### src/rtl/cfm_pkg.sv
`timescale 1ns / 1ps
// Package for the capture frequency meter: field widths, register indexes,
// input command codes and overflow counter limits. No dependencies.
package cfm_pkg;

    // Fixed widths of the stream fields and configuration registers.
    localparam int COUNTER_BITS  = 16;
    localparam int CLOCK_HZ_W    = 28;
    localparam int RELOAD_W      = 16;
    localparam int FREQ_W        = 36;
    localparam int CFG_DATA_W    = 28;
    localparam int CFG_ADDR_W    = 1;
    localparam int S_TDATA_W     = 16;
    localparam int M_TDATA_W     = 40;

    // Default number of fraction bits of the frequency word.
    localparam int FRACTION_BITS_DEF = 8;

    localparam logic [FREQ_W-1:0] FREQ_MAX = {FREQ_W{1'b1}};

    // Reset values of the configuration registers.
    localparam logic [CLOCK_HZ_W-1:0] CLOCK_HZ_RESET = CLOCK_HZ_W'(1000000);
    localparam logic [RELOAD_W-1:0]   RELOAD_RESET   = RELOAD_W'(65535);

    // Configuration register indexes.
    localparam logic [CFG_ADDR_W-1:0] REG_TIMER_CLOCK_HZ = 1'b0;
    localparam logic [CFG_ADDR_W-1:0] REG_AUTO_RELOAD    = 1'b1;

    // Input word kinds, carried on s_tuser.
    localparam logic CMD_EDGE     = 1'b0;
    localparam logic CMD_OVERFLOW = 1'b1;

    // Overflow counter: saturation value and the count that marks inactivity.
    localparam logic [1:0] OVF_SAT      = 2'd3;
    localparam logic [1:0] OVF_INACTIVE = 2'd2;

endpackage

### src/rtl/capture_frequency_meter.sv
`timescale 1ns / 1ps
// Capture frequency meter. An overflow word, a first edge or a zero period goes
// from acceptance through ST_DONE to the output register; an edge that needs a
// division first passes through ST_DIV, where the bit-serial divider works it out.
// One word is in work at a time: the input takes no new word until the result has
// been handed to the output register. Reset (synchronous, active low)
// restores the register defaults and the no-edge-seen state.
module capture_frequency_meter #(
    parameter int FRACTION_BITS = cfm_pkg::FRACTION_BITS_DEF
) (
    input  logic                            aclk,
    input  logic                            aresetn,
    // Input stream.
    input  logic                            s_tvalid,
    output logic                            s_tready,
    input  logic [cfm_pkg::S_TDATA_W-1:0]   s_tdata,   // [15:0] capture_value
    input  logic [0:0]                      s_tuser,   // [0] cmd
    // Result stream.
    output logic                            m_tvalid,
    input  logic                            m_tready,
    output logic [cfm_pkg::M_TDATA_W-1:0]   m_tdata,   // [35:0] frequency_q8, [39:36] zero
    output logic [0:0]                      m_tuser,   // [0] signal_inactive
    // Configuration write port.
    input  logic                            cfg_wr_en,
    input  logic [cfm_pkg::CFG_ADDR_W-1:0]  cfg_addr,
    input  logic [cfm_pkg::CFG_DATA_W-1:0]  cfg_wdata
);
    import cfm_pkg::*;

    // The dividend is the timer clock scaled up by the fraction bits.
    localparam int DIVIDEND_W = CLOCK_HZ_W + FRACTION_BITS;
    localparam int CMP_W      = (DIVIDEND_W > FREQ_W) ? DIVIDEND_W : FREQ_W;

    // Sequencer states.
    localparam logic [1:0] ST_IDLE = 2'd0;
    localparam logic [1:0] ST_DIV  = 2'd1;
    localparam logic [1:0] ST_DONE = 2'd2;

    logic [1:0]              state_reg,     state_next;
    logic [CLOCK_HZ_W-1:0]   clock_hz_reg,  clock_hz_next;
    logic [RELOAD_W-1:0]     reload_reg,    reload_next;
    logic [COUNTER_BITS-1:0] last_cap_reg,  last_cap_next;
    logic                    first_pend_reg, first_pend_next;
    logic [1:0]              ovf_cnt_reg,   ovf_cnt_next;
    logic [FREQ_W-1:0]       freq_reg,      freq_next;
    logic                    m_valid_reg,   m_valid_next;
    logic [FREQ_W-1:0]       m_freq_reg,    m_freq_next;
    logic                    m_inact_reg,   m_inact_next;

    logic                    accept;
    logic [COUNTER_BITS-1:0] cap;
    logic [COUNTER_BITS+1:0] wrap_top;
    logic [COUNTER_BITS+1:0] wrap_diff;
    logic [COUNTER_BITS-1:0] period;
    logic                    div_start;
    logic                    div_done;
    logic [DIVIDEND_W-1:0]   div_quot;
    logic [DIVIDEND_W-1:0]   dividend;
    logic [FREQ_W-1:0]       quot_sat;

    assign s_tready = (state_reg == ST_IDLE);
    assign accept   = s_tvalid && s_tready;
    assign cap      = s_tdata[COUNTER_BITS-1:0];

    // Period in timer ticks. When the counter wrapped, the period runs from the
    // previous capture up to the reload value and on from zero to this capture.
    // A period that comes out as zero or negative is reported as zero, which
    // the sequencer turns into a zero frequency without dividing.
    assign wrap_top  = {2'b00, reload_reg} + {2'b00, cap} + (COUNTER_BITS+2)'(1);
    assign wrap_diff = wrap_top - {2'b00, last_cap_reg};

    always_comb begin
        if (cap > last_cap_reg) begin
            period = cap - last_cap_reg;
        end else if (cap < last_cap_reg && wrap_top > {2'b00, last_cap_reg}) begin
            period = wrap_diff[COUNTER_BITS-1:0];
        end else begin
            period = '0;
        end
    end

    assign dividend = DIVIDEND_W'(clock_hz_reg) << FRACTION_BITS;

    // Large quotients only arise when there are more fraction bits than the
    // frequency word has room for; they clamp to the largest frequency.
    always_comb begin
        if (CMP_W'(div_quot) > CMP_W'(FREQ_MAX)) begin
            quot_sat = FREQ_MAX;
        end else begin
            quot_sat = FREQ_W'(CMP_W'(div_quot));
        end
    end

    always_comb begin
        state_next      = state_reg;
        clock_hz_next   = clock_hz_reg;
        reload_next     = reload_reg;
        last_cap_next   = last_cap_reg;
        first_pend_next = first_pend_reg;
        ovf_cnt_next    = ovf_cnt_reg;
        freq_next       = freq_reg;
        m_valid_next    = m_valid_reg && !m_tready;
        m_freq_next     = m_freq_reg;
        m_inact_next    = m_inact_reg;
        div_start       = 1'b0;

        // Register writes are to arrive only while the block is idle; the block itself does not enforce this.
        if (cfg_wr_en) begin
            case (cfg_addr)
                REG_TIMER_CLOCK_HZ: clock_hz_next = cfg_wdata[CLOCK_HZ_W-1:0];
                REG_AUTO_RELOAD:    reload_next   = cfg_wdata[RELOAD_W-1:0];
                default:            ;
            endcase
        end

        case (state_reg)
            ST_IDLE: begin
                if (accept) begin
                    state_next = ST_DONE;
                    if (s_tuser[0] == CMD_EDGE) begin
                        // Every edge clears the overflow count and becomes the
                        // reference for the next one. The first edge only
                        // records its capture.
                        ovf_cnt_next    = '0;
                        last_cap_next   = cap;
                        first_pend_next = 1'b0;
                        if (!first_pend_reg) begin
                            if (period != '0) begin
                                div_start  = 1'b1;
                                state_next = ST_DIV;
                            end else begin
                                freq_next = '0;
                            end
                        end
                    end else begin
                        // Overflow count saturates; the second overflow without
                        // an edge declares the signal gone and zeroes the reading.
                        if (ovf_cnt_reg != OVF_SAT) begin
                            ovf_cnt_next = ovf_cnt_reg + 2'd1;
                            if (ovf_cnt_next == OVF_INACTIVE) begin
                                freq_next = '0;
                            end
                        end
                    end
                end
            end
            ST_DIV: begin
                if (div_done) begin
                    freq_next  = quot_sat;
                    state_next = ST_DONE;
                end
            end
            ST_DONE: begin
                // Hand the result to the output register once it is free.
                if (!m_valid_reg || m_tready) begin
                    m_valid_next = 1'b1;
                    m_freq_next  = freq_reg;
                    m_inact_next = (ovf_cnt_reg >= OVF_INACTIVE);
                    state_next   = ST_IDLE;
                end
            end
            default: begin
                state_next = ST_IDLE;
            end
        endcase
    end

    cfm_divider #(
        .DIVIDEND_W (DIVIDEND_W),
        .DIVISOR_W  (COUNTER_BITS)
    ) u_divider (
        .aclk     (aclk),
        .aresetn  (aresetn),
        .start    (div_start),
        .dividend (dividend),
        .divisor  (period),
        .done     (div_done),
        .quotient (div_quot)
    );

    always_ff @(posedge aclk) begin
        if (!aresetn) begin
            state_reg      <= ST_IDLE;
            clock_hz_reg   <= CLOCK_HZ_RESET;
            reload_reg     <= RELOAD_RESET;
            last_cap_reg   <= '0;
            first_pend_reg <= 1'b1;
            ovf_cnt_reg    <= '0;
            freq_reg       <= '0;
            m_valid_reg    <= 1'b0;
        end else begin
            state_reg      <= state_next;
            clock_hz_reg   <= clock_hz_next;
            reload_reg     <= reload_next;
            last_cap_reg   <= last_cap_next;
            first_pend_reg <= first_pend_next;
            ovf_cnt_reg    <= ovf_cnt_next;
            freq_reg       <= freq_next;
            m_valid_reg    <= m_valid_next;
        end
        m_freq_reg  <= m_freq_next;
        m_inact_reg <= m_inact_next;
    end

    assign m_tvalid   = m_valid_reg;
    assign m_tdata    = M_TDATA_W'(m_freq_reg);
    assign m_tuser[0] = m_inact_reg;

endmodule

### src/rtl/cfm_divider.sv
`timescale 1ns / 1ps
// Restoring divider for the capture frequency meter, one quotient bit a cycle.
// Depends on nothing outside itself.
module cfm_divider #(
    parameter int DIVIDEND_W = 36,
    parameter int DIVISOR_W  = 16
) (
    input  logic                  aclk,
    input  logic                  aresetn,
    input  logic                  start,
    input  logic [DIVIDEND_W-1:0] dividend,
    input  logic [DIVISOR_W-1:0]  divisor,
    output logic                  done,
    output logic [DIVIDEND_W-1:0] quotient
);

    localparam int CNT_W = $clog2(DIVIDEND_W + 1);

    logic                  busy_reg,    busy_next;
    logic                  done_reg,    done_next;
    logic [CNT_W-1:0]      cnt_reg,     cnt_next;
    logic [DIVIDEND_W-1:0] quo_reg,     quo_next;
    logic [DIVISOR_W-1:0]  rem_reg,     rem_next;
    logic [DIVISOR_W-1:0]  dvs_reg,     dvs_next;

    logic [DIVISOR_W:0]    trial;
    logic [DIVISOR_W+1:0]  diff;
    logic                  fits;

    // The dividend shifts out of the top of quo_reg while quotient bits enter below.
    assign trial = {rem_reg, quo_reg[DIVIDEND_W-1]};
    assign diff  = {1'b0, trial} - {2'b00, dvs_reg};
    assign fits  = ~diff[DIVISOR_W+1];

    always_comb begin
        busy_next = busy_reg;
        done_next = 1'b0;
        cnt_next  = cnt_reg;
        quo_next  = quo_reg;
        rem_next  = rem_reg;
        dvs_next  = dvs_reg;
        if (start) begin
            busy_next = 1'b1;
            cnt_next  = '0;
            quo_next  = dividend;
            rem_next  = '0;
            dvs_next  = divisor;
        end else if (busy_reg) begin
            quo_next = {quo_reg[DIVIDEND_W-2:0], fits};
            rem_next = fits ? diff[DIVISOR_W-1:0] : trial[DIVISOR_W-1:0];
            cnt_next = cnt_reg + CNT_W'(1);
            if (cnt_reg == CNT_W'(DIVIDEND_W - 1)) begin
                busy_next = 1'b0;
                done_next = 1'b1;
            end
        end
    end

    always_ff @(posedge aclk) begin
        if (!aresetn) begin
            busy_reg <= 1'b0;
            done_reg <= 1'b0;
            cnt_reg  <= '0;
        end else begin
            busy_reg <= busy_next;
            done_reg <= done_next;
            cnt_reg  <= cnt_next;
        end
        quo_reg <= quo_next;
        rem_reg <= rem_next;
        dvs_reg <= dvs_next;
    end

    assign done     = done_reg;
    assign quotient = quo_reg;

endmodule

### config.mk
export PLATFORM = sky130hd
export DESIGN_NAME = capture_frequency_meter
export DESIGN_NICKNAME = d
export VERILOG_FILES = /design/src/rtl/cfm_pkg.sv /design/src/rtl/capture_frequency_meter.sv /design/src/rtl/cfm_divider.sv
export SDC_FILE = /design/constraint.sdc
export NUM_CORES = 1
export LEC_CHECK = 0
export BUFFER_PORTS_ARGS = -buffer_cell sky130_fd_sc_hd__buf_2
export CORE_MARGIN = 8
export CORE_UTILIZATION = 51
export DETAILED_ROUTE_END_ITERATION = 10
export PLACE_DENSITY = 0.7
export REMOVE_ABC_BUFFERS = 1
export SLEW_MARGIN = 20
export SYNTH_ARGS = -nofsm -noshare
export SYNTH_HDL_FRONTEND = slang
export SYNTH_HIERARCHICAL = 1
export SYNTH_SLANG_ARGS = --single-unit
### constraint.sdc
create_clock -name aclk -period 19.6 [get_ports aclk]
set_clock_uncertainty 0.15 [all_clocks]
set_input_delay 2.94 -clock aclk [delete_from_list [all_inputs] [get_ports aclk]]
set_output_delay 2.94 -clock aclk [all_outputs]
set_load 0.03 [all_outputs]
### Yosys cells after proc, flatten, opt, wreduce, memory -nomap -nowiden

Index checks and enable logic that the tools add are counted.

| storage, ports and cells | value |
|---|---|
| bits in registers | 215 |
| output and inout bits | 43 |
| logic and storage cells | 100 |

| operators by class | value |
|---|---|
| equality and inequality tests | 13 |
| reductions and logical operators | 19 |
| add/sub/neg operators | 7 |
| order comparisons | 5 |
| bitwise gates (word level) | 5 |
| mux-type cells | 34 |

Operator list:

| operator | number |
|---|---|
| $mux 36 | 10 |
| $pmux 36 s2 | 1 |
| $mux 16 | 3 |
| $gt 36x36->1 const B | 1 |
| $sub 16x16->16 | 2 |
| $add 17x1->18 const B | 1 |
| $gt 18x16->1 | 1 |
| $sub 17x16->18 | 1 |
| $add 16x16->17 | 1 |
| $gt 16x16->1 | 1 |
| $lt 16x16->1 | 1 |
| $mux 2 | 8 |
| $reduce_bool 16->1 | 1 |
| $mux 1 | 11 |
| $reduce_and 3->1 | 3 |
| $reduce_and 7->1 | 1 |
| $add 6x1->6 const B | 1 |
| $eq 6x6->1 const B | 1 |
| $ne 2x1->1 const B | 3 |
| $ne 3x2->1 const B | 2 |
| $ne 3x3->1 const B | 2 |
| $pmux 2 s3 | 1 |
| $reduce_and 2->1 | 3 |
| $not 1->1 | 5 |
| other kinds (12) | 18 |

### Depth between registers and ports, before layout

Gate-level depths: netlist of the first run.

| logic depth | value |
|---|---|
| depth after elaboration | 13 |
| gate-level depth with buffers | 30 |

### Cells and area by module

Netlist of the first run, hierarchy kept.

By module, submodules not included:

| module | cells an instance | instances | area each (sq um) |
|---|---|---|---|
| capture_frequency_meter | 920 | 1 | 7875.1 |
| cfm_divider | 331 | 1 | 3950.0 |

### Worst setup path before layout of the first run

No wires, ideal clock.

| timing path | value |
|---|---|
| path kind | input-to-reg |
| start | input port s_tdata[1] (netlist bit) |
| end | register u_divider.quo_reg[0], in the netlist u_divider/quotient[0], enable pin |
| setup slack | 9.725 ns |
| stages on the path | 26 |
| required time | 19.059 ns |
| setup time | 0.391 ns |
| data arrival time | 9.335 ns |
| cell sequence | ha_1 nor2b_1 o21ai_0 a21oi_1 o211ai_1 a21oi_1 o31ai_1 o21bai_1 a211oi_1 nor2_1 ha_1 buf_2 nand4_2 nor3b_1 a211oi_1 o2111ai_1 a41oi_2 nand2b_1 a41oi_1 nor3b_2 buf_4 buf_6 nor4_1 clkbuf_1 nor2_1 inv_1 |

| on the way | value |
|---|---|
| cells in the longest elaborated chain, start to end | 12 |
| elaborated cells between the ends (all ways) | 16 |
| those cells by class | add/sub (4); order compare (3); mux (7); reduce/logical (2) |

Ends and longest elaborated chain:

| element | RTL line | text |
|---|---|---|
| start: declaration | capture_frequency_meter.sv:16 | `input logic [cfm_pkg::S_TDATA_W-1:0] s_tdata,` |
| $add 16x16->17 | capture_frequency_meter.sv:69 | `assign wrap_top = {2'b00, reload_reg} + {2'b00, cap} + (COUNTER_BITS+2)'(1);` |
| $add 17x1->18 | capture_frequency_meter.sv:69 |  |
| $gt 18x16->1 | capture_frequency_meter.sv:75 | `end else if (cap < last_cap_reg && wrap_top > {2'b00, last_cap_reg}) begin` |
| $logic_and 1x1->1 | capture_frequency_meter.sv:75 |  |
| $mux 16 | capture_frequency_meter.sv:75 |  |
| $mux 16 * | capture_frequency_meter.sv:73 | `if (cap > last_cap_reg) begin` |
| $reduce_bool 16->1 * | capture_frequency_meter.sv:128 | `if (period != '0) begin` |
| $mux 1 * | capture_frequency_meter.sv:128 |  |
| $mux 1 * | capture_frequency_meter.sv:127 | `if (!first_pend_reg) begin` |
| $mux 1 * | capture_frequency_meter.sv:120 | `if (s_tuser[0] == CMD_EDGE) begin` |
| $mux 1 * | capture_frequency_meter.sv:118 | `if (accept) begin` |
| $mux 1 * | capture_frequency_meter.sv:116 | `case (state_reg)` |
| named net div_start | capture_frequency_meter.sv:55 | `logic div_start;` |
| end signal: assignment | cfm_divider.sv:69 | `quo_reg <= quo_next;` |
| end: declaration | cfm_divider.sv:22 | `logic [DIVIDEND_W-1:0] quo_reg, quo_next;` |

The timed path passes the listed nets; every way through them passes the cells marked *.
A chain may end at the register's enable or synchronous reset.

### Final worst setup path of the first run

| timing path | value |
|---|---|
| start | input port s_tdata[1] (netlist bit) |
| end | register u_divider.rem_reg[9] |

| on the way | value |
|---|---|
| cells in the longest elaborated chain, start to end | 12 |
| elaborated cells between the ends (all ways) | 16 |
| those cells by class | add/sub (4); order compare (3); mux (7); reduce/logical (2) |

Ends and longest elaborated chain:

| element | RTL line | text |
|---|---|---|
| $add 16x16->17 | capture_frequency_meter.sv:69 |  |
| $add 17x1->18 | capture_frequency_meter.sv:69 |  |
| $gt 18x16->1 | capture_frequency_meter.sv:75 |  |
| $logic_and 1x1->1 | capture_frequency_meter.sv:75 |  |
| $mux 16 | capture_frequency_meter.sv:75 |  |
| $mux 16 * | capture_frequency_meter.sv:73 |  |
| $reduce_bool 16->1 * | capture_frequency_meter.sv:128 |  |
| $mux 1 * | capture_frequency_meter.sv:128 |  |
| $mux 1 * | capture_frequency_meter.sv:127 |  |
| $mux 1 * | capture_frequency_meter.sv:120 |  |
| $mux 1 * | capture_frequency_meter.sv:118 |  |
| $mux 1 * | capture_frequency_meter.sv:116 |  |
| named net div_start | capture_frequency_meter.sv:55 |  |
| end signal: assignment | cfm_divider.sv:70 | `rem_reg <= rem_next;` |
| end: declaration | cfm_divider.sv:23 | `logic [DIVISOR_W-1:0] rem_reg, rem_next;` |

Marked as above.

==> out/metrics.yaml, run 1 <==
setup_path:
  cp-end-kind: "flop"
  r2r-start: "reload_reg[1]"
  cpLargestDelayFamily: "compound AO/OA/AOI/OAI gates"
  arrival_ns: 9.80
  rrSetupSlack_ns: 12.31
  startpoint: "s_tdata[1]"
  path_buf_inv: 3
  max_stage_delay_ns: 0.62
  critical_path_required_ns: 19.88
  ff2ff_path_depth: 25
  worst_setup_path_start_kind: "input pin"
  r2r-end: "u_divider/rem_reg[9]"
  critical_path.max_fanout: 66
  crit_cells: 26
  cp_slowest_cell: "or4_1"
  critical_path_class: "input pin to flop"
power:
  powerDensity_nw_per_um2: 104
  ir_worst_vdd_v: 0.0000801
  p_leak_uw: 0.00514
  finalPower_uw: 1390
floorplanning:
  dieArea_um2: 28300
  die_h_um: 168
  core_area_um2: 22700
  pin_count: 94
  core.rowCount: 55
  fp.dieW_um: 168
  initial_core_util_pct: 52.1
hold_path:
  min_to: "clock_hz_reg[7]"
  min_from: "clock_hz_reg[7]"
  holdPathStages: 2
  min_path_type: "flop to flop"
synthesis:
  synth_most_common_cell: "nand2_1"
  yosys_warnings: 6
  yosys-top-cells-area: "edfxtp_1, dfxtp_1, ha_1"
  synth_edf_count: 89
  postSynthCellCount: 1251
  netlist.area_leader.share_pct: 22.6
  syn_area_per_cell_um2: 9.45
  seq_area_frac_synth_pct: 43.9
  synth_top_area_cell: "edfxtp_1"
  synth_cell_type_count: 76
  netlist_area_um2: 11800
  synth_ff_type: "dfxtp_1"
  yosys-top-cells-count: "nand2_1, dfxtp_1, edfxtp_1"
  async_flop_share_pct: 0
  synth-seq-cells: 215
grt:
  antenna_found_initial: 1
  first_global_vias: 9093
  grt_start_max_net_pins: 79
  grt_pass1_wl_um: 46500
  gr-total-overflow: 0
  grt_util_all_layers_pct: 19.6
clock_tree:
  cts.path.max_buffers: 3
  clk_latency_ns: 0.52
  cts_setup_buffers: 0
  root_buffer: "clkbuf_16"
  htreeDepth: 1
  cts-buffers-inserted: 24
  cts.sink_count: 215
  cts_tree: "done"
  clk_pin_slew_ns: 0.06
  postCtsHoldBufs: 0
  post_cts_resized: 0
timing:
  grt_setup_unrepaired: "no"
  timing.fmax_ghz: 0.105
  tightest_slew_ns: 0.856
  finalMaxSlewViolations: 0
  timing.hold.ws_ns: 0.309
  period_share_pct: 48.6
  slew_headroom_pct: 42.9
  setup_tns_ns: 0
  finalCriticalPeriod_ns: 9.52
  setup_viol_count_final: 0
  finalHoldViolCount: 0
detailed_routing:
  dr.pass1.iters: 5
  postRouteAntennaNets: 0
  drt-total-wl_um: 28900
  via_per_inst: 5.87
  initialDrtViolationCount: 623
  drcViolationCount: 0
  wl_per_cell_um: 17.8
  vias: 9544
final_layout:
  syn_to_final_growth_pct: 13.0
  drive_gt1_share_pct: 14.9
  nets: 1444
  fillers: 2005
  fin_area_um2: 13400
placement:
  port_buffers: 89
  place_congestion: 0.894
  dpl-instance-area_um2: 12500
  dp_hpwl_um: 20500
run_status:
  outcome: "complete, no violations"
run:
  drv_cap: 0
area by class of cell:
| class | count | area [um^2] | area share (%) |
|---|---|---|---|
| tap | 285 | 357 | 2.67 |
| multi-input combinational | 924 | 6210 | 46.4 |
| sequential | 215 | 5190 | 38.9 |
| inverter | 56 | 210 | 1.57 |
| clock buffer | 32 | 682 | 5.10 |
| timing repair buffer | 100 | 543 | 4.06 |
| clock inverter | 12 | 170 | 1.27 |
| antenna | 1 | 2.50 | 0.0187 |
per-stage QoR:
step | utilization (%) | setup slack (ns) | cells
2_1_floorplan | - | 4.42 | 1195
3_3_place_gp | 55.0 | 9.86 | 1579
3_5_place_dp | 55.0 | 9.67 | 1579
4_1_cts | 58.8 | 10.16 | 1623
5_1_grt | 58.8 | 9.53 | 1624
6_report | 58.9 | 10.08 | 1625
report_power, final:
group          total [uW]  leakage [uW]  internal [uW]  switching, uW
Sequential            517       0.00186            498           19.7
Combinational         391       0.00287            154            237
Clock                 478      0.000416            298            180
Total                1390       0.00514            949            438
metal layers:
| layer | vias to the layer above | part of all wire [%] | GRT usage (%) |
|---|---|---|---|
| met4 | 2 | 1.7 | 4.43 |
| met5 | - | 0.045 | 0 |
| met3 | 41 | 5.4 | 2.85 |
| li1 | 4740 | - | - |
| met2 | 263 | 46 | 31.9 |
| met1 | 4498 | 47 | 27.2 |
worst min-delay path: stages (launching register included):
cell and delay, ns:
dfxtp_1 0.30, nand2_1 0.04, a21boi_0 0.06
layout by cell type, fill, tap and decap left out, types with 11 or more instances in the layout:
cell	Yosys	final
clkbuf_16	0	25
nor3_1	13	12
nor2_1	63	62
o22ai_1	12	12
a21o_1	19	19
mux2_2	36	36
nand2b_1	17	16
ha_1	68	68
xnor2_1	21	21
a21boi_0	39	39
conb_1	1	12
xor2_1	23	23
nand2_1	180	180
nand3_1	76	76
o21a_1	13	13
a21oi_1	43	43
o21ai_0	63	63
nand4_1	15	15
inv_1	56	56
dfxtp_1	126	126
buf_4	5	11
buf_2	6	88
a32oi_1	36	36
edfxtp_1	89	89
kinds of logic (layout without fill, tap and decap cells):
logic type | Yosys count | after routing | synth area share [%]
and+or+nand+nor | 430 | 430 | 17.1
DFF | 215 | 215 | 43.9
buffers and inverters | 123 | 200 | 4.32
adders and majority gates | 72 | 72 | 7.87
AOI/OAI and AO/OA | 328 | 328 | 19.9
other | 1 | 13 | 0.0317
muxes | 38 | 38 | 3.60
xor gates and xnor gates | 44 | 44 | 3.26
worst max path at each step:
| stage | to | slack, ns |
|---|---|---|
| 2_1_floorplan | u_divider/quotient[0] | 4.42 |
| 3_3_place_gp | u_divider/rem_reg[9] | 9.86 |
| 3_5_place_dp | u_divider/rem_reg[9] | 9.67 |
| 4_1_cts | u_divider/rem_reg[9] | 10.16 |
| 5_1_grt | u_divider/rem_reg[9] | 9.53 |
| 6_report | u_divider/rem_reg[9] | 10.08 |
No activity file was read; power rests on OpenSTA's default activity.
==> run 2: changes to the inputs <==
clock period = 9.65 ns   (was 19.6 ns; I/O delays follow)
==> run 2 against run 1 <==
Cell count shrank 0.18%; final area shrank 0.71%; critical endpoint is now u_divider/quotient[19]; count of clock-buffer cells in the layout shrank 5; global-route usage shrank 0.054 points; non-clock buffer count is the same; critical path type unchanged; critical path depth is the same.
==> out/metrics.yaml, run 2 (synthesized netlist as in run 1, its figures left out) <==
final_layout:
  final_cell_mix: "nand2_1, dfxtp_1, edfxtp_1"
  diodes: 0  # -1
  layout_commonest_cell: "nand2_1"
  fin_area_um2: 13300  # -0.71%
  syn_to_final_growth_pct: 12.2
  fillers: 1990  # -0.75%
  drive_gt1_share_pct: 15.0  # +0.097 points
  final_cells: 1622  # -0.18%
  nets: 1443  # -0.069%
clock_tree:
  cts.path.max_buffers: 3  # unchanged
  cts.sink_count: 215  # unchanged
  clk_pin_slew_ns: 0.06  # about the same
  postCtsHoldBufs: 0  # unchanged
  root_buffer: "clkbuf_16"
  cts-buffers-inserted: 23  # -4.2%
  post_cts_resized: 0  # unchanged
  htreeDepth: 1  # unchanged
  clk_latency_ns: 0.51  # about the same
  cts_tree: "done"
  cts_setup_buffers: 0  # unchanged
setup_path:
  cpLargestDelayFamily: "compound AO/OA/AOI/OAI gates"
  critical_path.max_fanout: 39  # -41%
  cp-end-kind: "flop"
  ff2ff_path_depth: 25  # unchanged
  worst_setup_path_start_kind: "input pin"
  cp_slowest_cell: "or4_1"
  path_buf_inv: 5  # +2
  max_stage_delay_ns: 0.62  # about the same
  r2r-end: "u_divider/quotient[19]"
  critPathCapture: "u_divider/quotient[19]"
  arrival_ns: 7.97  # -1.83 ns
  crit_cells: 26  # unchanged
  critical_path_required_ns: 9.70  # -10.18 ns
  rrSetupSlack_ns: 2.45  # -9.86 ns
  critical_path_class: "input pin to flop"
  r2r-start: "reload_reg[1]"
  startpoint: "s_tdata[1]"
  crit_top_cell: "buf_4"
detailed_routing:
  routed.top_layer: "met5"
  drt-total-wl_um: 28500  # -1.4%
  wl_met2_um: 13200  # -0.46%
  initialDrtViolationCount: 689  # +11%
  vias: 9566  # +0.23%
  route.met3.wl_um: 1170  # -24%
  drt-met1-wl_um: 13700  # +0.63%
  dr.pass1.iters: 5  # unchanged
  wl_per_cell_um: 17.6  # -1.2%
  via_per_inst: 5.90  # +0.42%
  drcViolationCount: 0  # unchanged
  postRouteAntennaNets: 0  # unchanged
power:
  ir_worst_vdd_v: 0.000170  # +110%
  powerDensity_nw_per_um2: 206  # +99%
  p_leak_uw: 0.00511  # -0.73%
  finalPower_uw: 2730  # +97%
grt:
  gr-total-overflow: 0  # unchanged
  grt_pass1_wl_um: 46600  # +0.22%
  first_global_vias: 9156  # +0.69%
  grt_start_max_net_pins: 81  # +2.5%
  antenna_found_initial: 1  # unchanged
  grt_util_all_layers_pct: 19.6  # -0.054 points
run:
  drv_cap: 0  # unchanged
timing:
  setup_viol_count_final: 0  # unchanged
  finalCriticalPeriod_ns: 7.93
  grt_setup_unrepaired: "no"
  period_share_pct: 82.1
  slew_headroom_pct: 32.0  # -11 points
  timing.fmax_ghz: 0.126
  finalHoldViolCount: 0  # unchanged
  finalMaxSlewViolations: 0  # unchanged
  tightest_slew_ns: 1.02  # +0.162 ns
  worst_slack_ns: 1.72  # -8.36 ns
floorplanning:
  core_area_um2: 22700  # unchanged
  die_h_um: 168  # unchanged
  pin_count: 94  # unchanged
  fp.dieW_um: 168  # unchanged
  core.rowCount: 55  # unchanged
  dieArea_um2: 28300  # unchanged
  initial_core_util_pct: 52.1  # unchanged
hold_path:
  min_path_type: "flop to flop"
  holdPathStages: 0  # -2
  min_from: "freq_reg[34]"
placement:
  dp_hpwl_um: 20400  # -0.33%
  dp.cells: 1580  # +0.063%
  pre_cts_ws_ns: 1.35  # -8.32 ns
  place_congestion: 0.907  # +1.4%
  port_buffers: 89  # unchanged
  dpl-instance-area_um2: 12500  # about the same
run_status:
  outcome: "complete, no violations"
-- run 2: per-layer routing --
metal | vias up | global-route usage [%]
met5 | - | 0
met4 | 2 | 4.66
met3 | 39 | 2.88
met2 | 227 | 31.8
met1 | 4557 | 27.0
li1 | 4741 | -
-- run 2: final cells by class --
type / count / area (um^2) / share of cell area [%]
clock inverter: 15 / 171 / 1.29
timing repair buffer: 100 / 531 / 4.00
multi-input combinational: 924 / 6210 / 46.8
sequential: 215 / 5190 / 39.1
tap: 285 / 357 / 2.69
inverter: 56 / 210 / 1.58
clock buffer: 27 / 601 / 4.53
-- run 2: metrics by stage --
step | utilization (%) | TNS (ns) | hold slack [ns]
2_1_floorplan | - | -331.44 | 0.280
3_3_place_gp | 55.0 | 0 | 0.293
3_5_place_dp | 55.0 | 0 | 0.297
4_1_cts | 58.4 | 0 | 0.311
5_1_grt | 58.4 | 0 | 0.321
6_report | 58.4 | 0 | 0.310
-- run 2: worst min path at each step --
stage | endpoint
finish | m_freq_reg[34]
floorplan | m_freq_reg[0]
global placement | m_freq_reg[6]
CTS | m_freq_reg[28]
global route | m_freq_reg[25]
detailed placement | m_freq_reg[7]
-- run 2: worst register-to-register path, cell delays in order (launching register included) --
cell       delay [ns]
dfxtp_1          0.40
ha_1             0.26
nor2b_1          0.12
o21ai_0          0.20
a21oi_1          0.14
o211ai_1         0.29
a21oi_1          0.15
o31ai_1          0.48
o21bai_1         0.12
a211oi_1         0.26
nor2_1           0.07
ha_1             0.47
nand4_2          0.20
or4_1            0.62
o311ai_1         0.12
o2111ai_1        0.18
a41oi_2          0.27
nand2b_1         0.43
a41oi_1          0.14
nor3b_4          0.23
buf_4            0.41
nor4_2           0.12
buf_4            0.22
nor2_1           0.42
inv_1            0.08
buf_4            0.29
-- run 2: power breakdown --
part	switching, uW	internal (uW)
combinational	483	311
sequential	40.2	1010
clock	358	531
==> run 3: changes to the inputs <==
clock period = 7.4 ns   (was 9.65 ns; I/O delays follow)
==> run 3 against run 2 <==
Count of clock-buffer cells in the layout is 3 higher; register-to-register slack worse by 1.2 ns; worst setup slack worse by 0.92 ns; wire length is 0.98% higher; die area stayed put; sequential share of layout area is 0.096 points lower; critical path depth is 2 lower; non-clock buffer count is 4 higher; via count is 0.98% higher; final area is 0.24% higher; combinational power is 31% higher; worst hold slack worse by 0.0031 ns; critical endpoint is now u_divider/rem_reg[9]; largest cell class unchanged; highest routed layer unchanged.
==> out/metrics.yaml, run 3 (synthesized netlist as in run 1, its figures left out) <==
setup_path:
  arrival_ns: 6.87  # -1.10 ns
  critical_path_class: "input pin to flop"
  worst_setup_path_start_kind: "input pin"
  critical_path.max_fanout: 10  # -74%
  critical_path_required_ns: 7.67  # -2.03 ns
  cp-end-kind: "flop"
timing:
  timing.fmax_ghz: 0.152
  period_share_pct: 89.2
  grt_setup_unrepaired: "no"
  setup_viol_count_final: 0  # unchanged
  slew_headroom_pct: 42.3  # +10 points
  finalHoldViolCount: 0  # unchanged
  tightest_slew_ns: 0.864  # -0.154 ns
  worst_slack_ns: 0.802  # -0.923 ns
  finalCriticalPeriod_ns: 6.60
  finalMaxSlewViolations: 0  # unchanged
  timing.hold.ws_ns: 0.307  # -0.00312 ns
final_layout:
  fillers: 1979  # -0.55%
  nets: 1447  # +0.28%
  diodes: 0  # unchanged
  final_cells: 1625  # +0.18%
  layout_commonest_cell: "nand2_1"
  drive_gt1_share_pct: 14.9  # -0.033 points
  fin_util_pct: 58.6  # +0.14 points
  final_cell_mix: "nand2_1, dfxtp_1, edfxtp_1"
  syn_to_final_growth_pct: 12.5
detailed_routing:
  dr.pass1.iters: 5  # unchanged
  via_per_inst: 5.94  # +0.80%
  initialDrtViolationCount: 711  # +3.2%
  drt-total-wl_um: 28800  # +0.98%
  drcViolationCount: 0  # unchanged
  wl_per_cell_um: 17.7  # +0.79%
  postRouteAntennaNets: 0  # unchanged
  vias: 9660  # +0.98%
clock_tree:
  post_cts_resized: 0  # unchanged
  clk_latency_ns: 0.51  # about the same
  htreeDepth: 1  # unchanged
  cts.path.max_buffers: 3  # unchanged
  cts-buffers-inserted: 23  # unchanged
  cts_tree: "done"
  root_buffer: "clkbuf_16"
  postCtsHoldBufs: 0  # unchanged
  clk_pin_slew_ns: 0.06  # about the same
  cts_setup_buffers: 0  # unchanged
  cts.sink_count: 215  # unchanged
floorplanning:
  fp.dieW_um: 168  # unchanged
  die_h_um: 168  # unchanged
  pin_count: 94  # unchanged
  initial_core_util_pct: 52.1  # unchanged
  dieArea_um2: 28300  # unchanged
  core_area_um2: 22700  # unchanged
  core.rowCount: 55  # unchanged
placement:
  dp.cells: 1583  # +0.19%
  dp_hpwl_um: 20500  # about the same
  pre_cts_ws_ns: 0.346  # -1.00 ns
  port_buffers: 89  # unchanged
  place_congestion: 0.933  # +2.9%
power:
  powerDensity_nw_per_um2: 266  # +29%
  ir_worst_vdd_v: 0.000262  # +54%
  finalPower_uw: 3540  # +29%
  p_leak_uw: 0.00512  # +0.20%
grt:
  grt_util_all_layers_pct: 19.5  # -0.044 points
  grt_pass1_wl_um: 46300  # -0.80%
  antenna_found_initial: 1  # unchanged
  first_global_vias: 9109  # -0.51%
  gr-total-overflow: 0  # unchanged
  grt_start_max_net_pins: 73  # -9.9%
run:
  drv_cap: 0  # unchanged
hold_path:
  min_path_type: "flop to flop"
run_status:
  outcome: "complete, no violations"
-- run 3: cell count changes in the layout (fill, tap and decap cells not counted), moves of 2 or more --
cell	previous run	this run
buf_12	0	3
clkinv_4	3	0
bufinv_16	3	1
clkinv_2	6	4
inv_6	2	4
-- run 3: final timing paths --
path                               startpoint  slack (ns)  cells after the start                   end
worst max register to register  reload_reg[1]        1.21                     23  u_divider/rem_reg[9]
worst min-delay path             freq_reg[31]        0.31                      0        m_freq_reg[31]
worst max-delay path               s_tdata[1]        0.80                     24  u_divider/rem_reg[9]
worst min register to register   freq_reg[31]        0.31                      0        m_freq_reg[31]
-- run 3: area by class of cell --
type | instances | area, um^2 | share of cell area, %
clock buffers | 30 | 643 | 4.83
inverters | 56 | 210 | 1.58
clock inverters | 11 | 96.3 | 0.724
flip-flops and latches | 215 | 5190 | 39.0
repair buffers | 104 | 598 | 4.50
multi-input cells | 924 | 6200 | 46.6
well taps | 285 | 357 | 2.68
-- run 3: through the flow --
| step | cell area [um^2] | setup TNS, ns |
|---|---|---|
| 2_1_floorplan | 11600 | -545.64 |
| 3_3_place_gp | 12500 | 0 |
| 3_5_place_dp | 12500 | 0 |
| 4_1_cts | 13300 | 0 |
| 5_1_grt | 13300 | 0 |
| 6_report | 13300 | 0 |
-- run 3: where the power goes --
group | internal, uW | leakage, uW | switching, uW
registers | 1320 | 0.00186 | 55.8
logic | 410 | 0.00290 | 635
clock network | 653 | 0.000364 | 467
total | 2380 | 0.00512 | 1160
-- run 3: routing by layer --
layer / up-vias / GRT usage, % / wire length [um]
met5: - / 0 / 15
met4: 2 / 4.81 / 643
met3: 54 / 3.41 / 1630
met2: 274 / 32.1 / 13300
met1: 4581 / 26.2 / 13200
li1: 4749 / - / -
-- run 3: critical path, cell delays in order --
cell       delay (ns)
buf_2            0.14
ha_1             0.29
nor2b_1          0.13
o21ai_0          0.21
a21oi_1          0.15
o211ai_1         0.28
a21oi_1          0.14
o31ai_1          0.47
o21bai_1         0.10
a211oi_1         0.25
nor2_1           0.07
ha_1             0.46
nand4_2          0.19
or4_1            0.59
o311ai_1         0.10
o2111ai_1        0.18
a41oi_2          0.22
nor2_1           0.13
a221o_1          0.37
nor3b_4          0.25
nor4_2           0.14
nor2_1           0.52
o21ai_0          0.18
o22ai_1          0.17
